$ cat config.mk
export PLATFORM = sky130hd
export DESIGN_NAME = bmp24_stream_encoder
export DESIGN_NICKNAME = d
export VERILOG_FILES = /design/src/design/bse_pkg.sv /design/src/design/bse_front.sv /design/src/design/bse_fifo.sv /design/src/design/bse_back.sv /design/src/design/bmp24_stream_encoder.sv
export SDC_FILE = /design/constraint.sdc
export NUM_CORES = 1
export LEC_CHECK = 0
export BUFFER_PORTS_ARGS = -buffer_cell sky130_fd_sc_hd__buf_2
export CORE_MARGIN = 8
export CORE_UTILIZATION = 55
export DETAILED_ROUTE_END_ITERATION = 10
export GPL_ROUTABILITY_DRIVEN = 1
export PLACE_DENSITY = 0.77
export SETUP_SLACK_MARGIN = 0.15
export SLEW_MARGIN = 15
export SYNTH_ARGS = -nofsm -noshare
export SYNTH_HDL_FRONTEND = slang
export SYNTH_HIERARCHICAL = 1
export SYNTH_SLANG_ARGS = --single-unit
$ cat constraint.sdc
create_clock -name clk -period 6.1 [get_ports clk]
set_input_delay 0.915 -clock clk [delete_from_list [all_inputs] [get_ports clk]]
set_output_delay 0.915 -clock clk [all_outputs]
set_load 0.05 [all_outputs]
$ cat src/design/bse_pkg.sv
// shared types, constants and header byte table for the bmp24 stream encoder
// no dependencies
package bse_pkg;

    localparam int MAX_DIM    = 4096;
    localparam int DIM_W      = 13;
    localparam int CNT_W      = 12;
    localparam int HDR_LEN    = 54;
    localparam int HDR_IDX_W  = 6;
    localparam int ROWB_W     = 14;
    localparam int DATA_W     = 27;
    localparam int FILE_W     = 28;
    localparam int FIFO_DEPTH = 4;
    localparam int FIFO_AW    = 2;
    localparam int CFG_IDX_W  = 2;

    localparam logic [CFG_IDX_W-1:0] REG_IMAGE_WIDTH  = 2'd0;
    localparam logic [CFG_IDX_W-1:0] REG_IMAGE_HEIGHT = 2'd1;

    localparam logic [7:0] PIXEL_OFFSET = 8'd54;
    localparam logic [7:0] INFO_LEN     = 8'd40;
    localparam logic [7:0] BITS_PER_PX  = 8'd24;
    localparam logic [7:0] PPM_LO       = 8'h13;
    localparam logic [7:0] PPM_HI       = 8'h0B;

    typedef struct packed {
        logic [7:0] red;
        logic [7:0] green;
        logic [7:0] blue;
    } pixel_t;

    typedef struct packed {
        logic [7:0] out_byte;
        logic       run_end;
        logic       image_end;
    } result_t;

    typedef struct packed {
        pixel_t     px;
        logic       hdr;
        logic [1:0] pad;
        logic       img_end;
    } entry_t;

    typedef enum logic [2:0] {
        PH_START,
        PH_HDR,
        PH_BLUE,
        PH_GREEN,
        PH_RED,
        PH_PAD
    } phase_t;

    function automatic logic [7:0] hdr_byte(
        input logic [HDR_IDX_W-1:0] idx,
        input logic [DIM_W-1:0]     w,
        input logic [DIM_W-1:0]     h,
        input logic [FILE_W-1:0]    file_len,
        input logic [DATA_W-1:0]    data_len
    );
        logic [7:0] b;
        b = 8'd0;
        case (idx)
            6'd0:    b = 8'h42;
            6'd1:    b = 8'h4D;
            6'd2:    b = file_len[7:0];
            6'd3:    b = file_len[15:8];
            6'd4:    b = file_len[23:16];
            6'd5:    b = {4'd0, file_len[27:24]};
            6'd10:   b = PIXEL_OFFSET;
            6'd14:   b = INFO_LEN;
            6'd18:   b = w[7:0];
            6'd19:   b = {3'd0, w[12:8]};
            6'd22:   b = h[7:0];
            6'd23:   b = {3'd0, h[12:8]};
            6'd26:   b = 8'd1;
            6'd28:   b = BITS_PER_PX;
            6'd34:   b = data_len[7:0];
            6'd35:   b = data_len[15:8];
            6'd36:   b = data_len[23:16];
            6'd37:   b = {5'd0, data_len[26:24]};
            6'd38:   b = PPM_LO;
            6'd39:   b = PPM_HI;
            6'd42:   b = PPM_LO;
            6'd43:   b = PPM_HI;
            default: b = 8'd0;
        endcase
        return b;
    endfunction

endpackage

$ cat src/design/bse_front.sv
// front end: accepts pixels and tags each with header, padding and image end
// depends on bse_pkg
module bse_front
    import bse_pkg::*;
(
    input  logic             clk,
    input  logic             rst_n,
    input  logic [DIM_W-1:0] width_eff,
    input  logic [DIM_W-1:0] height_eff,
    input  pixel_t           pixel,
    input  logic             pixel_valid,
    output logic             pixel_ready,
    input  logic             q_full,
    output logic             q_push,
    output entry_t           q_entry
);

    logic [CNT_W-1:0] col_reg, col_next;
    logic [CNT_W-1:0] row_reg, row_next;
    logic             hdr_sent_reg, hdr_sent_next;
    logic [DIM_W-1:0] col_inc, row_inc;
    logic             row_end, img_end;

    assign pixel_ready = !q_full;
    assign q_push      = pixel_valid && pixel_ready;

    always_comb
    begin
        col_inc = {1'b0, col_reg} + {{(DIM_W-1){1'b0}}, 1'b1};
        row_inc = {1'b0, row_reg} + {{(DIM_W-1){1'b0}}, 1'b1};
        row_end = col_inc >= width_eff;
        img_end = row_end && (row_inc >= height_eff);

        q_entry.px      = pixel;
        q_entry.hdr     = !hdr_sent_reg;
        q_entry.pad     = row_end ? width_eff[1:0] : 2'd0;
        q_entry.img_end = img_end;

        col_next      = col_reg;
        row_next      = row_reg;
        hdr_sent_next = hdr_sent_reg;
        if (q_push)
        begin
            hdr_sent_next = 1'b1;
            if (row_end)
            begin
                col_next = '0;
                if (img_end)
                begin
                    row_next      = '0;
                    hdr_sent_next = 1'b0;
                end
                else
                begin
                    row_next = row_inc[CNT_W-1:0];
                end
            end
            else
            begin
                col_next = col_inc[CNT_W-1:0];
            end
        end
    end

    always_ff @(posedge clk or negedge rst_n)
    begin
        if (!rst_n)
        begin
            col_reg      <= '0;
            row_reg      <= '0;
            hdr_sent_reg <= 1'b0;
        end
        else
        begin
            col_reg      <= col_next;
            row_reg      <= row_next;
            hdr_sent_reg <= hdr_sent_next;
        end
    end

endmodule

$ cat src/design/bse_fifo.sv
// short queue of tagged pixels between front and back
// depends on bse_pkg
module bse_fifo
    import bse_pkg::*;
(
    input  logic   clk,
    input  logic   rst_n,
    input  logic   push,
    input  entry_t push_entry,
    input  logic   pop,
    output entry_t head,
    output logic   full,
    output logic   empty
);

    entry_t             mem [FIFO_DEPTH];
    logic [FIFO_AW-1:0] wr_ptr_reg, rd_ptr_reg;
    logic [FIFO_AW:0]   count_reg, count_next;

    assign full  = count_reg == (FIFO_AW+1)'(FIFO_DEPTH);
    assign empty = count_reg == '0;
    assign head  = mem[rd_ptr_reg];

    always_comb
    begin
        count_next = count_reg;
        if (push && !pop)
            count_next = count_reg + (FIFO_AW+1)'(1);
        else if (pop && !push)
            count_next = count_reg - (FIFO_AW+1)'(1);
    end

    always_ff @(posedge clk)
    begin
        if (push)
            mem[wr_ptr_reg] <= push_entry;
    end

    always_ff @(posedge clk or negedge rst_n)
    begin
        if (!rst_n)
        begin
            wr_ptr_reg <= '0;
            rd_ptr_reg <= '0;
            count_reg  <= '0;
        end
        else
        begin
            if (push)
                wr_ptr_reg <= wr_ptr_reg + FIFO_AW'(1);
            if (pop)
                rd_ptr_reg <= rd_ptr_reg + FIFO_AW'(1);
            count_reg <= count_next;
        end
    end

endmodule

$ cat src/design/bse_back.sv
// back end: byte sequencer for header, pixel and padding bytes, output register
// depends on bse_pkg
module bse_back
    import bse_pkg::*;
(
    input  logic             clk,
    input  logic             rst_n,
    input  logic [DIM_W-1:0] width_eff,
    input  logic [DIM_W-1:0] height_eff,
    input  entry_t           head,
    input  logic             q_empty,
    output logic             q_pop,
    output result_t          result,
    output logic             result_valid,
    input  logic             result_ready
);

    logic [ROWB_W-1:0]    row_bytes_reg;
    logic [DATA_W-1:0]    data_len_reg;
    logic [FILE_W-1:0]    file_len_reg;
    phase_t               phase_reg, phase_next, cur_phase;
    logic [HDR_IDX_W-1:0] idx_reg, idx_next;
    result_t              result_reg, result_next;
    logic                 valid_reg;
    logic                 load, last;
    logic [7:0]           byte_val;

    // file size arithmetic, one step per cycle
    always_ff @(posedge clk)
    begin
        row_bytes_reg <= ({1'b0, width_eff} << 1) + ROWB_W'(width_eff)
                         + ROWB_W'(width_eff[1:0]);
        data_len_reg  <= DATA_W'(row_bytes_reg) * DATA_W'(height_eff);
        file_len_reg  <= FILE_W'(data_len_reg) + FILE_W'(HDR_LEN);
    end

    assign load = !q_empty && (!valid_reg || result_ready);

    always_comb
    begin
        if (phase_reg == PH_START)
            cur_phase = head.hdr ? PH_HDR : PH_BLUE;
        else
            cur_phase = phase_reg;

        byte_val   = 8'd0;
        last       = 1'b0;
        phase_next = phase_reg;
        idx_next   = idx_reg;
        case (cur_phase)
            PH_HDR:
            begin
                byte_val = hdr_byte(idx_reg, width_eff, height_eff,
                                    file_len_reg, data_len_reg);
                if (idx_reg == HDR_IDX_W'(HDR_LEN - 1))
                begin
                    phase_next = PH_BLUE;
                    idx_next   = '0;
                end
                else
                begin
                    phase_next = PH_HDR;
                    idx_next   = idx_reg + HDR_IDX_W'(1);
                end
            end
            PH_BLUE:
            begin
                byte_val   = head.px.blue;
                phase_next = PH_GREEN;
            end
            PH_GREEN:
            begin
                byte_val   = head.px.green;
                phase_next = PH_RED;
            end
            PH_RED:
            begin
                byte_val = head.px.red;
                if (head.pad == 2'd0)
                begin
                    last       = 1'b1;
                    phase_next = PH_START;
                end
                else
                begin
                    phase_next = PH_PAD;
                    idx_next   = '0;
                end
            end
            PH_PAD:
            begin
                byte_val = 8'd0;
                if (idx_reg[1:0] == head.pad - 2'd1)
                begin
                    last       = 1'b1;
                    phase_next = PH_START;
                    idx_next   = '0;
                end
                else
                begin
                    idx_next = idx_reg + HDR_IDX_W'(1);
                end
            end
            default:
            begin
                phase_next = PH_START;
                idx_next   = '0;
            end
        endcase

        result_next.out_byte  = byte_val;
        result_next.run_end   = last;
        result_next.image_end = last && head.img_end;
    end

    assign q_pop        = load && last;
    assign result       = result_reg;
    assign result_valid = valid_reg;

    always_ff @(posedge clk)
    begin
        if (load)
            result_reg <= result_next;
    end

    always_ff @(posedge clk or negedge rst_n)
    begin
        if (!rst_n)
        begin
            phase_reg <= PH_START;
            idx_reg   <= '0;
            valid_reg <= 1'b0;
        end
        else
        begin
            if (load)
            begin
                phase_reg <= phase_next;
                idx_reg   <= idx_next;
                valid_reg <= 1'b1;
            end
            else if (result_ready)
            begin
                valid_reg <= 1'b0;
            end
        end
    end

    a_image_end_on_run_end: assert property (@(posedge clk) disable iff (!rst_n)
        result_valid && result.image_end |-> result.run_end)
        else $error("image end without run end");

    a_pop_needs_entry: assert property (@(posedge clk) disable iff (!rst_n)
        q_pop |-> !q_empty)
        else $error("pop from empty queue");

    a_pad_in_range: assert property (@(posedge clk) disable iff (!rst_n)
        phase_reg == PH_PAD && !q_empty |-> head.pad != 2'd0 && idx_reg[1:0] < head.pad)
        else $error("padding index out of range");

    a_start_idx_clear: assert property (@(posedge clk) disable iff (!rst_n)
        phase_reg == PH_START |-> idx_reg == '0)
        else $error("byte index not cleared between pixels");

endmodule

$ cat src/design/bmp24_stream_encoder.sv
// bmp24 stream encoder top level: config registers, front end, queue, back end
// depends on bse_pkg, bse_front, bse_fifo, bse_back
// a pixel beat is stored in the queue; its bytes then leave via the output register
// bytes: 3 per pixel, plus 54 header bytes before the first pixel of an image and
// width mod 4 padding bytes per row, all sent through the one-byte output register
// reset: asynchronous active low; width and height return to 1, header pending
module bmp24_stream_encoder
    import bse_pkg::*;
(
    input  logic                 clk,
    input  logic                 rst_n,
    input  logic                 cfg_valid,
    output logic                 cfg_ready,
    input  logic [CFG_IDX_W-1:0] cfg_index,
    input  logic [DIM_W-1:0]     cfg_data,
    input  pixel_t               pixel,
    input  logic                 pixel_valid,
    output logic                 pixel_ready,
    output result_t              result,
    output logic                 result_valid,
    input  logic                 result_ready
);

    logic [DIM_W-1:0] width_reg, height_reg;
    logic [DIM_W-1:0] width_eff, height_eff;
    logic             q_full, q_empty, q_push, q_pop;
    entry_t           q_entry, q_head;

    function automatic logic [DIM_W-1:0] clamp_dim(input logic [DIM_W-1:0] v);
        logic [DIM_W-1:0] r;
        r = v;
        if (v == '0)
            r = DIM_W'(1);
        else if (v > DIM_W'(MAX_DIM))
            r = DIM_W'(MAX_DIM);
        return r;
    endfunction

    assign cfg_ready  = 1'b1;
    assign width_eff  = clamp_dim(width_reg);
    assign height_eff = clamp_dim(height_reg);

    always_ff @(posedge clk or negedge rst_n)
    begin
        if (!rst_n)
        begin
            width_reg  <= DIM_W'(1);
            height_reg <= DIM_W'(1);
        end
        else if (cfg_valid && cfg_ready)
        begin
            case (cfg_index)
                REG_IMAGE_WIDTH:  width_reg  <= cfg_data;
                REG_IMAGE_HEIGHT: height_reg <= cfg_data;
                default:          ;
            endcase
        end
    end

    bse_front u_front (
        .clk         (clk),
        .rst_n       (rst_n),
        .width_eff   (width_eff),
        .height_eff  (height_eff),
        .pixel       (pixel),
        .pixel_valid (pixel_valid),
        .pixel_ready (pixel_ready),
        .q_full      (q_full),
        .q_push      (q_push),
        .q_entry     (q_entry)
    );

    bse_fifo u_fifo (
        .clk        (clk),
        .rst_n      (rst_n),
        .push       (q_push),
        .push_entry (q_entry),
        .pop        (q_pop),
        .head       (q_head),
        .full       (q_full),
        .empty      (q_empty)
    );

    bse_back u_back (
        .clk          (clk),
        .rst_n        (rst_n),
        .width_eff    (width_eff),
        .height_eff   (height_eff),
        .head         (q_head),
        .q_empty      (q_empty),
        .q_pop        (q_pop),
        .result       (result),
        .result_valid (result_valid),
        .result_ready (result_ready)
    );

endmodule

# After elaboration in Yosys (flattened, before gate mapping)
# Memory sizes are Yosys's and may differ from the RTL's.
# Index checks and enable logic that the tools add are counted.
# op_classes
n_reduce_logical	31
eq_ne	32
n_addsub	11
multipliers	1
muxes	30
n_bitwise	1
n_lt_le_gt_ge	4
# op_table
op	count
$pmux W8 S20	1
$eq A6 B6 Y1 const B	9
$mux W13	4
$eq A6 B5 Y1 const B	6
$pmux W8 S4	1
$add A27 B6 Y28 const B	1
$mul A14 B13 Y27	1
$add A12 B1 Y13 const B	2
$ge A13 B13 Y1	2
$gt A13 B13 Y1 const B	2
$logic_not A13 Y1	2
$mux W12	2
$pmux W6 S4	1
$mux W6	3
$mux W3	5
$pmux W3 S5	1
$add A14 B13 Y14	1
$add A14 B2 Y14	1
$eq A6 B2 Y1 const B	2
$eq A6 B3 Y1 const B	2
$eq A6 B4 Y1 const B	2
$eq A3 B3 Y1 const B	3
$mux W1	8
$reduce_and A2 Y1	4
24 further kinds	44
# word_totals
in_bits	44
mem_bits_rw	112
mem_count	1
ff_bits	147
# mem_list
memory	depth	width	read_ports	rd_clocked_by_memory_dff	wr	line	source
u_fifo.mem	4	28	1	0	1	bse_fifo.sv:16	entry_t mem [FIFO_DEPTH];

# Logic depth before layout (Yosys ltp)
# Gate-level depths: netlist (run 1).
# An unclocked memory read counts as a cell.
# depth
depth_word	9
ltp_mapped	22

# Modules after synthesis
# Netlist (run 1), hierarchy kept.
# by_module_without_submodules
mod	seq_area_each_um2	area_per_inst_um2	n_inst	cells_per_inst
bse_back	1811.7	9711.8	1	1097
bse_fifo	3538.4	4435.5	1	180
bse_front	625.6	2275.9	1	270
bmp24_stream_encoder	653.1	1236.2	1	94

# Worst setup path before layout (run 1)
# Ideal clock, no wire load.
# synth_timing
kind	flip-flop to flip-flop
from	register height_reg[12]
to	register u_back.data_len_reg[24]
path_slack_ns	0.550
arrival_time_ns	5.486
synth_period_minus_slack_ns	5.550
path_stages_with_launch	21
t_required_ns	6.036
setup_ns	0.064
cell_sequence	dfrtp_1 > clkbuf_1 > nor2b_1 > clkbuf_1 > nand2_1 > fa_1 > inv_1 > fa_1 > fa_1 > fa_1 > inv_1 > fa_1 > inv_1 > ha_1 > clkbuf_1 > a21oi_1 > o21ai_0 > a41oi_1 > a21oi_1 > or4_1 > nand4_1
# synth_between
elab_chain_len	4
word_cells_on_any_way	5
classes_between	mul (1); order compare (1); mux (2); reduce/logical (1)
# synth_lines
element	line	source
start: declaration	bmp24_stream_encoder.sv:24	logic [DIM_W-1:0] width_reg, height_reg;
start signal: assignment	bmp24_stream_encoder.sv:54	REG_IMAGE_HEIGHT: height_reg <= cfg_data;
$gt A13 B13 Y1	bmp24_stream_encoder.sv:34	else if (v > DIM_W'(MAX_DIM))
$mux W13	bmp24_stream_encoder.sv:34	
$mux W13 *	bmp24_stream_encoder.sv:32	if (v == '0)
via height_eff[6]	bmp24_stream_encoder.sv:25	logic [DIM_W-1:0] width_eff, height_eff;
$mul A14 B13 Y27 *	bse_back.sv:33	data_len_reg <= DATA_W'(row_bytes_reg) * DATA_W'(height_eff);
end signal: assignment	bse_back.sv:33	
end: declaration	bse_back.sv:19	logic [DATA_W-1:0] data_len_reg;
# The timed path passes the listed nets; every way through them passes the cells marked *.
# A chain may end at the register's enable or synchronous reset.

# Worst setup path in the final report (run 1)
# Ends and elaborated chain as after synthesis.

==> results of run 1 <==
Yosys cell counts (7+ instances only):
master	number
sky130_fd_sc_hd__xor2_1	28
sky130_fd_sc_hd__a21oi_1	42
sky130_fd_sc_hd__a21o_1	7
sky130_fd_sc_hd__ha_1	129
sky130_fd_sc_hd__o21ai_0	38
sky130_fd_sc_hd__nand2b_1	11
sky130_fd_sc_hd__nand3_1	38
sky130_fd_sc_hd__edfxtp_1	122
sky130_fd_sc_hd__nor3_1	22
sky130_fd_sc_hd__dfxtp_1	63
sky130_fd_sc_hd__o211ai_1	7
sky130_fd_sc_hd__buf_6	12
sky130_fd_sc_hd__a32oi_1	17
sky130_fd_sc_hd__a211o_1	8
sky130_fd_sc_hd__mux2_2	29
sky130_fd_sc_hd__buf_4	29
sky130_fd_sc_hd__or3_1	7
sky130_fd_sc_hd__a22o_1	15
sky130_fd_sc_hd__nand4_1	14
sky130_fd_sc_hd__xnor2_1	51
sky130_fd_sc_hd__a31oi_1	11
sky130_fd_sc_hd__nor2_1	54
sky130_fd_sc_hd__nand2_1	141
sky130_fd_sc_hd__inv_1	218
sky130_fd_sc_hd__nor4_1	11
sky130_fd_sc_hd__o31ai_1	8
sky130_fd_sc_hd__fa_1	113
sky130_fd_sc_hd__and2_1	91
sky130_fd_sc_hd__clkbuf_1	47
sky130_fd_sc_hd__and3_1	14
sky130_fd_sc_hd__mux4_2	28
sky130_fd_sc_hd__dfrtp_1	66
sky130_fd_sc_hd__buf_2	10
sky130_fd_sc_hd__nor2b_1	36
sky130_fd_sc_hd__a32o_1	7
power by group:
group          switching [mW]  internal [mW]
Combinational            3.91           2.79
Clock                   0.692          0.996
Sequential              0.593           2.39
Total                    5.20           6.18
stage by stage:
step / setup slack [ps] / hold slack (ps)
6_report: 447.1 / 465.7
3_5_place_dp: 205.3 / 429.5
5_1_grt: 158.2 / 474.9
3_3_place_gp: 341.9 / 429.6
2_1_floorplan: 550.5 / 383.2
4_1_cts: 192.7 / 448.4
worst max-delay path: cells and delay by family (launching register included):
| kind | cells | cell delay [ps] |
|---|---|---|
| and+or+nand+nor | 4 | 730 |
| AOI/OAI and AO/OA | 4 | 840 |
| DFF | 1 | 510 |
| adders and majority gates | 6 | 2930 |
| buffers and inverters | 5 | 580 |
per-layer routing:
metal,track usage,share of wire,vias to the layer above
met5,0,0,-
met4,0.05671,0.024,0
met3,0.03490,0.067,61
met2,0.3695,0.49,451
met1,0.2853,0.42,6148
li1,-,-,5630
cell families (layout without fill, tap and decap cells):
family | count (synthesis) | count (layout) | synth area share
XOR/XNOR | 79 | 79 | 0.03918
flip-flops | 253 | 253 | 0.3754
AND/OR/NAND/NOR | 470 | 470 | 0.1409
other | 1 | 1 | 0.0002124
multiplexers | 57 | 57 | 0.05420
buffers and inverters | 318 | 349 | 0.07957
AO/OA/AOI/OAI | 221 | 221 | 0.09112
adder cells (fa/ha/maj) | 242 | 242 | 0.2195
how the worst max path moves through the flow:
stage | start | end | slack, ps | cells past startpoint
floorplan | height_reg[12]$_DFFE_PN0P_ | u_back/data_len_reg[24]$_DFF_P_ | 550 | 20
global placement | height_reg[12]$_DFFE_PN0P_ | u_back/data_len_reg[24]$_DFF_P_ | 340 | 18
detailed placement | height_reg[12]$_DFFE_PN0P_ | u_back/data_len_reg[24]$_DFF_P_ | 210 | 18
CTS | height_reg[12]$_DFFE_PN0P_ | u_back/data_len_reg[24]$_DFF_P_ | 190 | 18
global route | height_reg[12]$_DFFE_PN0P_ | u_back/data_len_reg[24]$_DFF_P_ | 160 | 18
finish | height_reg[12]$_DFFE_PN0P_ | u_back/data_len_reg[24]$_DFF_P_ | 450 | 19
timing repair:
action | 4_1_cts | 5_1_grt
gates resized for setup | 0 | 7
endpoints found under the setup margin | 0 | 8
hold buffers | 0 | 0
area by class of cell:
class / count / area, um2 / area share
multi-input combinational: 1070 / 9651 / 0.5082
clock buffer: 34 / 701.9 / 0.03697
tap: 402 / 503.0 / 0.02649
timing repair buffer: 80 / 462.9 / 0.02438
inverter: 219 / 822.0 / 0.04329
sequential: 253 / 6631 / 0.3492
clock inverter: 16 / 216.5 / 0.01140
placed cells by master, fill, tap and decap left out, types with 17 or more instances in the layout:
cell	synthesis	routed
sky130_fd_sc_hd__fa_1	113	113
sky130_fd_sc_hd__mux4_2	28	28
sky130_fd_sc_hd__nor3_1	22	22
sky130_fd_sc_hd__nand3_1	38	38
sky130_fd_sc_hd__buf_2	10	55
sky130_fd_sc_hd__xor2_1	28	28
sky130_fd_sc_hd__nor2_1	54	54
sky130_fd_sc_hd__edfxtp_1	122	122
sky130_fd_sc_hd__inv_1	218	218
sky130_fd_sc_hd__a21oi_1	42	42
sky130_fd_sc_hd__nor2b_1	36	31
sky130_fd_sc_hd__ha_1	129	129
sky130_fd_sc_hd__dfxtp_1	63	63
sky130_fd_sc_hd__and2_1	91	87
sky130_fd_sc_hd__buf_4	29	25
sky130_fd_sc_hd__dfrtp_1	66	64
sky130_fd_sc_hd__xnor2_1	51	51
sky130_fd_sc_hd__o21ai_0	38	38
sky130_fd_sc_hd__mux2_2	29	29
sky130_fd_sc_hd__a32oi_1	17	17
sky130_fd_sc_hd__nand2_1	141	141
sky130_fd_sc_hd__clkbuf_16	0	27
==> run summary, run 1 <==
Post-CTS timing repair inserted 0 buffers for setup. The number of flip-flops under the largest register name came out at 112. The worst pin sits at a relative slew slack of 0.3771. The endpoint identified for the worst register-to-register timing path is u_back/data_len_reg[24]$_DFF_P_. Yosys printed 6 warnings.

The fraction of the core area covered by cells at the end of the flow came out at 0.6017. The number of distinct standard cells referenced by the synthesized netlist is 83. The async set or reset register ratio after synthesis is 0.2688.

The portion of the post-synthesis area used by sequential elements is 0.3754. In this run the power density over the cells is 599.5 nW/um2. The run finished with clean final reports. CTS placed an instance of sky130_fd_sc_hd__clkbuf_16 at the clock tree root.

The arrival time reported for the critical path endpoint is 6150 ps. The largest single stage delay on the critical path is 540 ps. STA classifies the critical path startpoint as a flop. The maximum clock frequency is 176.9 MHz. The post-detailed-route DRC marker count is 0.

The required time at the worst-slack endpoint is 6600 ps. Of the post-synthesis cell area, the dominant cell type holds 0.2075. The area inside the core boundary came out at 31560 um2. The growth of design area from synthesis to finish is 7.524%. The half-perimeter wire length after detailed placement came out at 30880 um.

The TritonCTS clock tree is done. The final non-filler cell area is 18990 um2. The final antenna-violating net count came out at 0. The number of fillers in the final layout came out at 2540.

In this run, the number of DRC markers left after iteration 0 of detailed routing was 1177. The share of post-route cells with drive strength above 1 came out at 0.1280. After layout, the minimum clock period comes to 5653 ps. The total inserted antenna cells came out at 0. The hold violation total from the final report is 0. The TritonCTS sink count is 253.

The launch instance of the worst min-delay path is u_back/data_len_reg[2]$_DFF_P_. The detail-routed net length per standard cell came out at 19.83 um. Setup repair after global routing left no endpoint under its margin. Synthesis inferred 253 register bits. The worst hold path cell count is 1. The primary flip-flop cell chosen by synthesis mapping is sky130_fd_sc_hd__edfxtp_1. The signal on the critical path passes through buf_4 > nor2b_1 > buf_4 > nand2_1 > fa_1 > inv_1 > fa_1 > fa_1 > fa_1 > inv_1 > fa_1 > inv_1 > ha_1 > a21oi_1 > o21ai_0 > a41oi_2 > a21oi_1 > or4_1 > nand4_1. The number of detailed-routing iterations run before antenna repair is 6.

Sorting the synthesized cells by area gives the leading types as sky130_fd_sc_hd__edfxtp_1, sky130_fd_sc_hd__fa_1, sky130_fd_sc_hd__dfrtp_1, sky130_fd_sc_hd__ha_1, sky130_fd_sc_hd__dfxtp_1. The placed instances occupy a cell area of 18050 um2. The total count of max-transition violations in the final report came out at 0. In the routed layout, each cell is associated on average with a via count of 5.926. The floorplan step defined a die boundary enclosing 38100 um2. The initial utilization of the core area, before any placement, comes to 0.5596. The worst hold path belongs to the class flop to flop. The cell type contributing the most total cell area after synthesis is sky130_fd_sc_hd__edfxtp_1.

The share of the clock period used by the worst path came out at 0.9267. The count of boundary I/O pins came out at 57. Buffers placed on the I/O ports in this run total 55.

The worst setup path is captured at a flop. The synthesized area divided by synthesized cell count is 10.76 um2. The maximum count of clock buffers along a single path is 3. The initial antenna violation count came out at 0.

The pin count of the biggest net entering global routing is 69. The setup slack on the worst flop-to-flop path came out at 450 ps. The total overflow left after global routing is 0.

The number of instances in the synthesized netlist came out at 1641. The power after layout came out at 11.38 mW. For the pin with the worst max-slew slack, the measured transition is 934.3 ps. The global-route usage over all layers came out at 0.2168. The number of placed instances, taps included, is 2024. From left edge to right edge, the die measures 195.2 um.

The biggest fanout along the worst timing path is 14. In this run the number of H-tree levels came out at 1. The worst-case IR drop observed on VDD is 647.7 uV. The CTS buffer count is 27. The total length of routed wires is 41130 um. By instance count, the cell type seen most on the critical path is sky130_fd_sc_hd__fa_1. The number of cell instances on the worst register-to-register path is 19.

Row generation in the floorplan step produced 65 rows. The finished layout holds 2074 standard cells, fillers aside. Between clock sinks in the finished design, the worst skew comes to 12.24 ps.

Across all layers, the routed design uses 12290 vias. The cell with the largest stage delay on the worst path is sky130_fd_sc_hd__fa_1. In the final design database the tool counted 1937 nets. The reported leakage power came out at 8.327 nW. The placer congestion estimate is 0.9200. The clock transition at the register clock pins on the worst setup and hold paths after CTS is 60 ps. The clock network latency to the later pin of the worst-skew pair came out at 560 ps. The via count of the first global-routing pass is 12670. The worst hold path terminates at u_back/file_len_reg[2]$_DFF_P_. The die is 195.2 um tall. The global-route wire length before repair is 67050 um. By startpoint and endpoint, the worst setup path is classified as flop to flop. The total nets after synthesis came out at 1927.

Setup violations remaining at the end of the flow were counted as 0. The number of enable-type register cells in the synthesized netlist came out at 122. The post-synthesis cell area is 17660 um2. The source of the worst register-to-register timing path is height_reg[12]$_DFFE_PN0P_. The accumulated negative setup slack came out at 0 ps. The tool flagged a number of max-cap violations equal to 0.
(Power assumes the default switching activity.)
==> run 2: changes to the inputs <==
--- a/config.mk
+++ b/config.mk
@@ -10,7 +10,9 @@
 export CORE_UTILIZATION = 55
 export DETAILED_ROUTE_END_ITERATION = 10
 export GPL_ROUTABILITY_DRIVEN = 1
+export MAX_ROUTING_LAYER = met4
 export PLACE_DENSITY = 0.77
+export RECOVER_POWER = 25
 export SETUP_SLACK_MARGIN = 0.15
 export SLEW_MARGIN = 15
 export SYNTH_ARGS = -nofsm -noshare
==> run 2 against run 1 <==
Against the previous run:
- worst hold slack got worse by 7.0 ps
- routed wire length rose by 3.2%
- global-route usage rose by 1.2 points
- fmax fell by 0.76%
- total power rose by 0.39%
- the run now ends with capacitance limit, slew limit left
- die area did not move
- clock skew fell by 2.9 ps
==> run summary, run 2 (synthesized netlist as in run 1, its figures left out) <==
The reported max-cap violation count came out at 1. Once the clock tree was built, the setup fixing pass inserted 0 buffers. The floorplan step set the die height to 195.2 um.

The via count of the first global-routing pass is 12850. The number of detailed-routing iterations run before antenna repair is 7. The count of buffers added on input and output ports is 55. In the final layout, the share of cells above drive strength 1 is 0.1125. The total inserted antenna cells is 0. The power density normalized to cell area is 603.6 nW/um2. Adding up every negative setup slack in the final design gives 0 ps. In this run the critical register-to-register path is launched from height_reg[12]$_DFFE_PN0P_.

In this run the most critical hold path is launched from u_back/data_len_reg[2]$_DFF_P_. The most critical setup path has its startpoint at height_reg[12]$_DFFE_PN0P_. The residual overflow from global routing came out at 0. The TritonCTS clock tree is done. Detailed routing inserted a total of 12460 vias. The maximum clock frequency came out at 175.6 MHz. The maximum count of clock buffers along a single path is 3. The placer congestion estimate came out at 0.9271. The final antenna-violating net count is 0. The worst-case headroom to the max-slew limit came out at -1.584.

The TritonCTS sink count is 253. After detailed routing, the total wire length is 42440 um. For this run, design rule violations remaining after detail routing come to 0.

The number of vias per cell is 6.012. The detailed router finished its first iteration with 1054 violations. The pin count of the biggest net entering global routing came out at 69. The worst setup path is captured at a flop. The first global-routing pass estimated 68490 um of wire. The initial antenna violation count is 1. Leaving out fill and tap cells, the most frequent cell in the layout is sky130_fd_sc_hd__inv_1.

The flow ran to the end, but the final reports show violations. The count of boundary I/O pins is 57. The final reports fail on capacitance limit, slew limit.

The number of gates resized after cts is 0. The global-route usage over all layers is 0.2293. The power after layout came out at 11.43 mW.

The CTS buffer count came out at 26. After floorplanning, the core was divided into 65 placement rows. The required time at the worst-slack endpoint is 6580 ps. In this run the number of H-tree levels came out at 1. Setup violations remaining at the end of the flow were counted as 0.

The critical path is of the flop to flop type. The class of the worst hold path is flop to flop. The share of the clock period used by the worst path is 0.9338. Clock-pin slew was measured on the worst setup and hold paths at 70 ps. At the worst endpoint, the arrival time is 6170 ps. Clock tree synthesis selected as its root buffer the cell sky130_fd_sc_hd__clkbuf_16.

The total count of max-transition violations in the final report came out at 69. The floorplan step defined a core boundary enclosing 31560 um2. The half-perimeter wire length after detailed placement came out at 30950 um.

The die boundary width is 195.2 um. The starting density of the core is 0.5596. The transition time at the pin with the least slew margin is 3877 ps. The clock skew came out at 9.322 ps. The worst voltage drop across the vdd grid is 671.5 uV. The clock period minus worst slack came out at 5696 ps. The number of flip-flops under the largest register name is 112. The biggest fanout along the worst timing path came out at 14. The detail-routed net length per standard cell is 20.47 um. In the layout the commonest cells are sky130_fd_sc_hd__inv_1, sky130_fd_sc_hd__nand2_1, sky130_fd_sc_hd__ha_1, sky130_fd_sc_hd__edfxtp_1, sky130_fd_sc_hd__fa_1. The hold violation total from the final report is 0. The quantity of hold-fixing buffers added after cts came out at 0. In the final design database the tool counted 1937 nets. For the worst-skew pair, the clock arrives at the later sink with an insertion delay of 540 ps. Setup repair after global routing left no endpoint under its margin. The floorplan step defined a die boundary enclosing 38100 um2. The reported leakage power is 8.250 nW. The area growth from synthesis to layout is 7.213%.

The worst setup path is launched from a flop.
## run 2: final timing paths
kind,slack [ps],cells past startpoint,end
hold / removal,460,1,u_back/file_len_reg[2]$_DFF_P_
setup reg to reg,400,19,u_back/data_len_reg[25]$_DFF_P_
max in group asynchronous,1790,2,height_reg[12]$_DFFE_PN0P_
hold reg to reg,460,1,u_back/file_len_reg[2]$_DFF_P_
min in group asynchronous,1810,2,u_back/idx_reg[1]$_DFFE_PN0P_
setup / recovery,400,19,u_back/data_len_reg[25]$_DFF_P_
## run 2: metal layers
layer / part of all wire / track usage / vias to the layer above
li1: - / - / 5618
met1: 0.41 / 0.2955 / 6213
met2: 0.48 / 0.3763 / 538
met3: 0.079 / 0.03370 / 94
met4: 0.027 / 0.06373 / 0
met5: 0 / - / -
## run 2: critical path, stage by stage (launching register included)
cell and delay, ps:
sky130_fd_sc_hd__dfrtp_2 490, sky130_fd_sc_hd__buf_4 200, sky130_fd_sc_hd__nor2b_1 120, sky130_fd_sc_hd__buf_4 260
sky130_fd_sc_hd__nand2_1 120, sky130_fd_sc_hd__fa_1 530, sky130_fd_sc_hd__inv_1 50, sky130_fd_sc_hd__fa_1 520
sky130_fd_sc_hd__fa_1 440, sky130_fd_sc_hd__fa_1 540, sky130_fd_sc_hd__inv_1 50, sky130_fd_sc_hd__fa_1 520
sky130_fd_sc_hd__inv_1 40, sky130_fd_sc_hd__ha_1 380, sky130_fd_sc_hd__a21oi_1 240, sky130_fd_sc_hd__o21bai_1 100
sky130_fd_sc_hd__a221o_1 390, sky130_fd_sc_hd__a211o_1 300, sky130_fd_sc_hd__o21ai_0 190, sky130_fd_sc_hd__xnor2_1 140
## run 2: final cells by class
type                            instances  area (um2)
Clock buffer                           28       658.1
Timing Repair Buffer                   81       435.4
Sequential cell                       253        6631
Multi-Input combinational cell       1070        9638
Clock inverter                         20       245.2
Tap cell                              402       503.0
Fill cell                            2512       12620
Inverter                              219       822.0
## run 2: stage by stage
step                  util  instances  instance area (um2)  hold slack (ps)  setup slack, ps
finish              0.6000       2073                18930            458.7            404.1
global route        0.6000       2073                18930            468.3            151.8
CTS                 0.6008       2073                18960            448.2            325.6
detailed placement  0.5722       2025                18060            436.5            347.2
global placement    0.5722       2025                18060            447.9            418.5
floorplan                -       1641                17660            383.2            550.5
## run 2: where the power goes
part | switching, mW | total (mW) | internal [mW] | leakage, nW
registers | 0.597 | 2.99 | 2.39 | 2.51
clock network | 0.690 | 1.69 | 0.997 | 0.441
logic | 3.96 | 6.75 | 2.79 | 5.30
